$ cat src/hw/rtl/flm_pkg.sv
// Shared constants, types and field widths for the frame loss monitor.
package flm_pkg;

    localparam int unsigned MaxFrameBytes = 128;
    localparam logic [31:0] MagicReset = 32'h5241_4e54;
    localparam logic [7:0]  TagAt      = 8'd10;
    localparam logic [7:0]  SeqAt      = 8'd14;
    localparam logic [7:0]  SeqEnd     = 8'd17;
    localparam logic [7:0]  MinLen     = 8'd19;
    localparam logic [19:0] PpmScale   = 20'd1000000;
    localparam int unsigned DivSteps   = 20;

    // controller -> datapath
    typedef struct packed {
        logic take_byte;   // frame byte accepted
        logic take_fail;   // failure event accepted
        logic div_start;   // begin loss division
        logic div_step;    // one restoring step
    } t_cmd;

    // datapath -> controller
    typedef struct packed {
        logic div_done;
    } t_status;

endpackage

$ cat src/hw/rtl/flm_datapath.sv
// Datapath: frame parser, statistics registers and serial ppm divider.
module flm_datapath #(
    parameter int unsigned MAX_FRAME_BYTES = flm_pkg::MaxFrameBytes
) (
    input  logic             i_clk,
    input  logic             i_rst_n,
    input  flm_pkg::t_cmd    i_cmd,
    output flm_pkg::t_status o_status,
    input  logic [31:0]      i_magic,
    input  logic [7:0]       i_byte_value,
    input  logic             i_last_byte,
    input  logic             i_fail_aborted,
    output logic [31:0]      o_received_count,
    output logic [31:0]      o_foreign_count,
    output logic [31:0]      o_span_count,
    output logic [31:0]      o_lost_count,
    output logic [19:0]      o_loss_ppm,
    output logic [31:0]      o_worst_gap_len,
    output logic [31:0]      o_disorder_count,
    output logic [31:0]      o_failure_count,
    output logic [31:0]      o_abort_count,
    output logic [7:0]       o_seen_length,
    output logic             o_heard_any
);
    import flm_pkg::*;

    localparam logic [7:0] PosMax = 8'(MAX_FRAME_BYTES - 1);

    logic [7:0]  r_pos, r_len, r_own_len;
    logic [31:0] r_tag, r_seq, r_recv, r_foreign, r_first, r_last, r_gap;
    logic [31:0] r_disorder, r_failed, r_aborted;
    logic        r_have;
    // divider; lost * 1e6 top 32 bits are below span, so they preload the remainder
    logic [19:0] r_num;      // low 20 product bits, shifted out MSB first
    logic [32:0] r_rem;
    logic [19:0] r_quo;
    logic [31:0] r_den;
    logic [5:0]  r_cnt;

    logic [31:0] seq_now, tag_now, gap_now, span_now, lost_now;
    logic [51:0] prod_now;
    logic [7:0]  len_now;
    logic        own;
    logic        rem_ge;
    logic [32:0] rem_sh, rem_sub;

    always_comb begin
        len_now = (r_pos == 8'd0) ? i_byte_value : r_len;
        tag_now = (r_pos >= TagAt && r_pos < SeqAt) ? {r_tag[23:0], i_byte_value} : r_tag;
        seq_now = (r_pos >= SeqAt && r_pos <= SeqEnd) ? {r_seq[23:0], i_byte_value} : r_seq;
        own     = !(r_pos < SeqEnd || len_now < MinLen || tag_now != i_magic);
        gap_now = seq_now - r_last - 32'd1;
        span_now = r_have ? (r_last - r_first + 32'd1) : 32'd0;
        lost_now = (span_now > r_recv) ? (span_now - r_recv) : 32'd0;
        prod_now = 52'(lost_now) * 52'(PpmScale);
        rem_sh  = {r_rem[31:0], r_num[19]};
        rem_ge  = (rem_sh >= {1'b0, r_den});
        rem_sub = rem_sh - {1'b0, r_den};
    end

    always_ff @(posedge i_clk) begin
        if (!i_rst_n) begin
            r_pos <= '0; r_len <= '0; r_tag <= '0; r_seq <= '0;
            r_recv <= '0; r_foreign <= '0; r_first <= '0; r_last <= '0;
            r_have <= 1'b0; r_gap <= '0; r_disorder <= '0; r_own_len <= '0;
            r_failed <= '0; r_aborted <= '0; r_cnt <= '0;
        end else begin
            if (i_cmd.take_fail) begin
                r_failed <= r_failed + 32'd1;
                if (i_fail_aborted) begin
                    r_aborted <= r_aborted + 32'd1;
                end
            end
            if (i_cmd.take_byte) begin
                r_len <= len_now;
                r_tag <= tag_now;
                r_seq <= seq_now;
                if (i_last_byte) begin
                    r_pos <= '0;
                    if (!own) begin
                        r_foreign <= r_foreign + 32'd1;
                    end else begin
                        r_own_len <= len_now;
                        if (!r_have) begin
                            r_have  <= 1'b1;
                            r_first <= seq_now;
                            r_last  <= seq_now;
                            r_recv  <= 32'd1;
                        end else begin
                            r_recv <= r_recv + 32'd1;
                            if (seq_now > r_last) begin
                                r_last <= seq_now;
                                if (gap_now > r_gap) begin
                                    r_gap <= gap_now;
                                end
                            end else begin
                                r_disorder <= r_disorder + 32'd1;
                            end
                        end
                    end
                end else if (r_pos < PosMax) begin
                    r_pos <= r_pos + 8'd1;
                end
            end
            if (i_cmd.div_start) begin
                r_cnt <= 6'(DivSteps);
            end else if (i_cmd.div_step && r_cnt != 6'd0) begin
                r_cnt <= r_cnt - 6'd1;
            end
        end
    end

    // restoring division; quotient < 2^20 since lost < span
    always_ff @(posedge i_clk) begin
        if (i_cmd.div_start) begin
            r_num <= prod_now[19:0];
            r_rem <= {1'b0, prod_now[51:20]};
            r_quo <= '0;
            r_den <= span_now;
        end else if (i_cmd.div_step && r_cnt != 6'd0) begin
            r_num <= {r_num[18:0], 1'b0};
            if (rem_ge) begin
                r_rem <= rem_sub;
                r_quo <= {r_quo[18:0], 1'b1};
            end else begin
                r_rem <= rem_sh;
                r_quo <= {r_quo[18:0], 1'b0};
            end
        end
    end

    assign o_status.div_done = (r_cnt == 6'd0);
    assign o_received_count  = r_recv;
    assign o_foreign_count   = r_foreign;
    assign o_span_count      = span_now;
    assign o_lost_count      = lost_now;
    assign o_loss_ppm        = (r_den == 32'd0) ? 20'd0 : r_quo;
    assign o_worst_gap_len   = r_gap;
    assign o_disorder_count  = r_disorder;
    assign o_failure_count   = r_failed;
    assign o_abort_count     = r_aborted;
    assign o_seen_length     = r_own_len;
    assign o_heard_any       = r_have;
endmodule

$ cat src/hw/rtl/flm_ctrl.sv
// Controller: request sequencing, divider control and output handshake.
module flm_ctrl (
    input  logic             i_clk,
    input  logic             i_rst_n,
    input  logic             i_valid,
    output logic             o_stall,
    input  logic             i_req_type,
    input  logic             i_last_byte,
    output flm_pkg::t_cmd    o_cmd,
    input  flm_pkg::t_status i_status,
    output logic             o_valid,
    input  logic             i_stall
);
    import flm_pkg::*;

    localparam logic [1:0] StIdle = 2'd0;
    localparam logic [1:0] StArm  = 2'd1;
    localparam logic [1:0] StDiv  = 2'd2;
    localparam logic [1:0] StOut  = 2'd3;

    logic [1:0] r_state, n_state;
    logic       acc;

    assign o_stall = (r_state != StIdle);
    assign acc     = i_valid && !o_stall;
    assign o_valid = (r_state == StOut);

    always_comb begin
        o_cmd.take_byte = acc && !i_req_type;
        o_cmd.take_fail = acc && i_req_type;
        o_cmd.div_start = (r_state == StArm);
        o_cmd.div_step  = (r_state == StDiv);
        n_state = r_state;
        unique case (r_state)
            StIdle: if (acc && (i_req_type || i_last_byte)) n_state = StArm;
            StArm:  n_state = StDiv;
            StDiv:  if (i_status.div_done) n_state = StOut;
            StOut:  if (!i_stall) n_state = StIdle;
            default: n_state = StIdle;
        endcase
    end

    always_ff @(posedge i_clk) begin
        if (!i_rst_n) begin
            r_state <= StIdle;
        end else begin
            r_state <= n_state;
        end
    end
endmodule

$ cat src/hw/rtl/frame_loss_monitor.sv
// Top level of the frame loss monitor.
// Frame bytes are accepted back to back. A request that ends a frame, or a receive
// failure event, produces one report: the statistics update in the accepting
// cycle, the StArm state loads the divider, then a 20-step restoring divider
// works out loss in ppm and the report is offered; the input stalls until the
// report is taken. The magic register may be written only while idle.
module frame_loss_monitor #(
    parameter int unsigned MAX_FRAME_BYTES = flm_pkg::MaxFrameBytes
) (
    input  logic        i_clk,
    input  logic        i_rst_n,
    input  logic        i_valid,
    output logic        o_stall,
    input  logic        i_req_type,
    input  logic [7:0]  i_byte_value,
    input  logic        i_last_byte,
    input  logic        i_fail_aborted,
    input  logic        i_cfg_valid,
    output logic        o_cfg_ready,
    input  logic [31:0] i_cfg_data,
    output logic        o_valid,
    input  logic        i_stall,
    output logic [31:0] o_received_count,
    output logic [31:0] o_foreign_count,
    output logic [31:0] o_span_count,
    output logic [31:0] o_lost_count,
    output logic [19:0] o_loss_ppm,
    output logic [31:0] o_worst_gap_len,
    output logic [31:0] o_disorder_count,
    output logic [31:0] o_failure_count,
    output logic [31:0] o_abort_count,
    output logic [7:0]  o_seen_length,
    output logic        o_heard_any
);
    import flm_pkg::*;

    t_cmd        cmd;
    t_status     status;
    logic [31:0] r_magic;

    assign o_cfg_ready = 1'b1;

    always_ff @(posedge i_clk) begin
        if (!i_rst_n) begin
            r_magic <= MagicReset;
        end else if (i_cfg_valid) begin
            r_magic <= i_cfg_data;
        end
    end

    flm_ctrl u_ctrl (
        .i_clk, .i_rst_n, .i_valid, .o_stall, .i_req_type, .i_last_byte,
        .o_cmd(cmd), .i_status(status), .o_valid, .i_stall
    );

    flm_datapath #(.MAX_FRAME_BYTES(MAX_FRAME_BYTES)) u_dp (
        .i_clk, .i_rst_n, .i_cmd(cmd), .o_status(status), .i_magic(r_magic),
        .i_byte_value, .i_last_byte, .i_fail_aborted,
        .o_received_count, .o_foreign_count, .o_span_count, .o_lost_count,
        .o_loss_ppm, .o_worst_gap_len, .o_disorder_count, .o_failure_count,
        .o_abort_count, .o_seen_length, .o_heard_any
    );

    // input is held off while a report is pending
    a_stall_out: assert property (@(posedge i_clk) disable iff (!i_rst_n)
        o_valid |-> o_stall) else $error("input open with report pending");
    // a failure event always raises the failure counter
    a_fail_cnt: assert property (@(posedge i_clk) disable iff (!i_rst_n)
        cmd.take_fail |=> o_failure_count == $past(o_failure_count) + 32'd1)
        else $error("failure count missed");
    // ppm never exceeds one million
    a_ppm_max: assert property (@(posedge i_clk) disable iff (!i_rst_n)
        o_valid |-> o_loss_ppm <= PpmScale) else $error("ppm out of range");
endmodule

$ cat config.mk
export PLATFORM = sky130hd
export DESIGN_NAME = frame_loss_monitor
export DESIGN_NICKNAME = d
export VERILOG_FILES = /design/src/hw/rtl/flm_pkg.sv /design/src/hw/rtl/flm_datapath.sv /design/src/hw/rtl/flm_ctrl.sv /design/src/hw/rtl/frame_loss_monitor.sv
export SDC_FILE = /design/constraint.sdc
export NUM_CORES = 2
export LEC_CHECK = 0
export BUFFER_PORTS_ARGS = -buffer_cell sky130_fd_sc_hd__buf_2
export CORE_ASPECT_RATIO = 1.1
export CORE_MARGIN = 4
export CORE_UTILIZATION = 30
export DETAILED_ROUTE_END_ITERATION = 10
export GPL_TIMING_DRIVEN = 0
export HOLD_SLACK_MARGIN = 0.05
export PLACE_DENSITY = 0.45
export REMOVE_ABC_BUFFERS = 1
export SETUP_SLACK_MARGIN = 0.05
export SLEW_MARGIN = 20
export SYNTH_ARGS = -nofsm -noshare
export SYNTH_HDL_FRONTEND = slang
export SYNTH_SLANG_ARGS = --single-unit
export TNS_END_PERCENT = 20
$ cat constraint.sdc
create_clock -name i_clk -period 15.43 [get_ports i_clk]
set_input_delay 0.7715 -clock i_clk [delete_from_list [all_inputs] [get_ports i_clk]]
set_output_delay 0.7715 -clock i_clk [all_outputs]
set_load 0.01 [all_outputs]
==> flow_metrics.py <==
metrics = {
    "sta": {
        "min_period_over_period": 0.888,
        "final.min_clock_period_ps": 13690,
        "tightest_slew_ps": 1180,
        "worst_slack_ps": 1740,
        "finalSetupTns_ps": 0,
        "rsz0062_at_grt": "no",
        "relSlewSlack": 0.204,
        "drv_slew": 0,
        "setup_viol": 0,
        "hold_violations": 0,
        "fin_skew_ps": 33.9,
        "holdWs_ps": 337,
        "fmax_mhz": 73.0,
    },
    "clock_network": {
        "htree_levels": 2,
        "cts_root_buffer": "clkbuf_16",
        "postCtsHoldBufs": 0,
        "numCtsBuffers": 59,
        "postCtsSetupBuffers": 0,
        "clock_latency_ps": 670,
        "cts_tree": "built",
        "cts_resized": 0,
        "clkSinkCount": 483,
        "cts_max_path_buffers": 3,
        "path_clk_slew_ps": 60,
    },
    "power_and_ir_drop": {
        "p_total_mw": 4.81,
        "leakage_nw": 18.5,
        "powerDensity_mw_per_mm2": 117,
        "ir_worst_vdd_uv": 97.9,
    },
    "die": {
        "start_util": 0.302,
        "die-area_mm2": 0.124,
        "die_y_um": 369,
        "die_w_um": 336,
        "row_count": 132,
        "fp.coreArea_mm2": 0.118,
        "io_pins": 336,
    },
    "layout": {
        "fin_util": 0.350,
        "area_delta_synth_final_pct": 15.8,
        "stdcell_count": 6050,
        "final_nets": 5001,
        "mostFrequentLayoutCells": "nand2_1, dfxtp_1, nor2_1, inv_1, ha_1",
        "drive_gt1_frac": 0.120,
        "design_area_mm2": 0.0411,
        "final_common_cell": "nand2_1",
    },
    "worst_setup_path": {
        "critPathMaxStageDelay_ps": 650,
        "end_kind": "flop",
        "cpMostUsedCell": "fa_1",
        "worstPathRequired_ps": 15810,
        "cp_top_family": "compound AO/OA/AOI/OAI gates",
        "crit_buf_inv": 5,
        "crit_arrival_ps": 14080,
        "crit_fanout": 34,
        "critPathKind": "flop to flop",
        "crit_path_top_delay_cell": "a21boi_0",
        "critPathLaunchType": "flop",
    },
    "logic_synthesis": {
        "netlist_area_mm2": 0.0355,
        "yosysSeqAreaShare": 0.294,
        "synth_cell_types": 80,
        "ys_ff_latch": 483,
        "syn_inst": 4189,
        "async_reset_ff_frac": 0,
        "yosysWarnings": 0,
        "syn_avg_cell_area_um2": 8.48,
        "synth_edf_count": 78,
        "ys.flop_type": "dfxtp_1",
    },
    "worst_hold_path": {
        "hp-class": "primary input to flop",
    },
    "routing": {
        "dr.pass1.iters": 5,
        "ant_nets": 0,
        "wl_per_cell_um": 18.7,
        "viasPerCell": 4.88,
        "drc": 0,
        "num_vias": 29500,
        "routed_wl_um": 113000,
        "dr.first_iter.drc_count": 1748,
    },
    "global_routing": {
        "grt_pass1_wl_um": 175000,
        "grt_max_degree": 93,
        "grt_overflow": 0,
        "antenna_found_initial": 7,
        "grt_util_all_layers": 0.179,
        "grt_pass1_vias": 28900,
    },
    "placement": {
        "dp_hpwl_um": 88700,
        "gp_congestion": 0.852,
        "placed_cell_area_mm2": 0.0391,
        "place_ws_ps": 1590,
        "port_buffers": 334,
        "place_inst": 5940,
    },
    "outcome": {
        "status": "complete, no violations",
    },
    "job": {
        "max_cap_viol_count": 0,
    },
}
==> final timing paths <==
check,endpoint,startpoint,depth (start not counted),slack [ps]
hold / removal,r_magic[30]$_SDFFE_PN1P_,i_cfg_data[30],3,340
setup / recovery,u_dp.r_rem[28]$_DFFE_PP_,u_dp.r_last[1]$_SDFFE_PN0P_,43,1740
hold reg to reg,u_dp.r_first[29]$_SDFFE_PN0P_,u_dp.r_first[29]$_SDFFE_PN0P_,2,450
setup reg to reg,u_dp.r_rem[28]$_DFFE_PP_,u_dp.r_last[1]$_SDFFE_PN0P_,43,1740
==> per-layer routing <==
layer	wire, µm	GRT usage	up-vias	part of all wire
li1	-	-	15000	-
met1	53500	0.247	13900	0.47
met2	51600	0.291	534	0.46
met3	5880	0.0349	104	0.052
met4	2200	0.0356	4	0.019
met5	26	0	-	0.00023
==> Yosys cell counts, drive strengths merged, types with 5 or more instances <==
cell type  count  area, µm²
nand2b        35        219
a2111oi        9       85.1
mux2          42        473
o31ai         20        150
and4          17        149
nor3          85        435
a21o          94        706
xor2         132       1160
ha           366       4580
o21bai        30        225
nand2        442       1660
xnor2        168       1480
or3           55        344
a21boi         8       60.1
nor2         403       1510
o21a          26        195
o41ai         10       87.6
nor4          30        206
nor2b         41        257
fa           127       2540
a211oi        38        285
mux2i        124       1240
dfxtp        405       8110
nand4         66        413
o211ai        18        135
a21oi        342       1710
edfxtp        78       2340
o21ai        144        721
and2          36        225
and3          44        275
o31a           8       70.1
or4           17        128
nand3        101        523
a211o          5       43.8
o22ai          7       43.8
clkbuf       127        477
buf           22        128
a31oi         22        138
o311ai         7       61.3
inv          376       1410
or2           11       68.8
==> final cells by class <==
| class | count | area (µm²) |
|---|---|---|
| repair buffers | 359 | 2100 |
| clock buffers | 86 | 1740 |
| flip-flops and latches | 483 | 10500 |
| multi-input cells | 3180 | 23200 |
| diodes | 1 | 2.50 |
| well taps | 1541 | 1930 |
| fillers | 12500 | 76500 |
| inverters | 377 | 1420 |
| clock inverters | 23 | 295 |
==> kinds of logic after synthesis <==
group	after synthesis	share of synthesized area
compound gates	829	0.143
fa+ha+maj	493	0.201
xor+xnor	300	0.0742
flops	483	0.294
buf+inv	526	0.0569
simple gates	1391	0.183
other cells	1	0.000106
mux	166	0.0483
==> tightest hold or removal path, stage by stage <==
cell and delay, ps:
buf_2 80, mux2i_1 50, nand2_1 60
==> power by group <==
group / internal, mW / switching (mW)
registers: 1.49 / 0.0958
clock network: 0.867 / 0.600
logic: 0.737 / 1.03
total: 3.09 / 1.72
No activity file was read; power rests on OpenSTA's default activity.
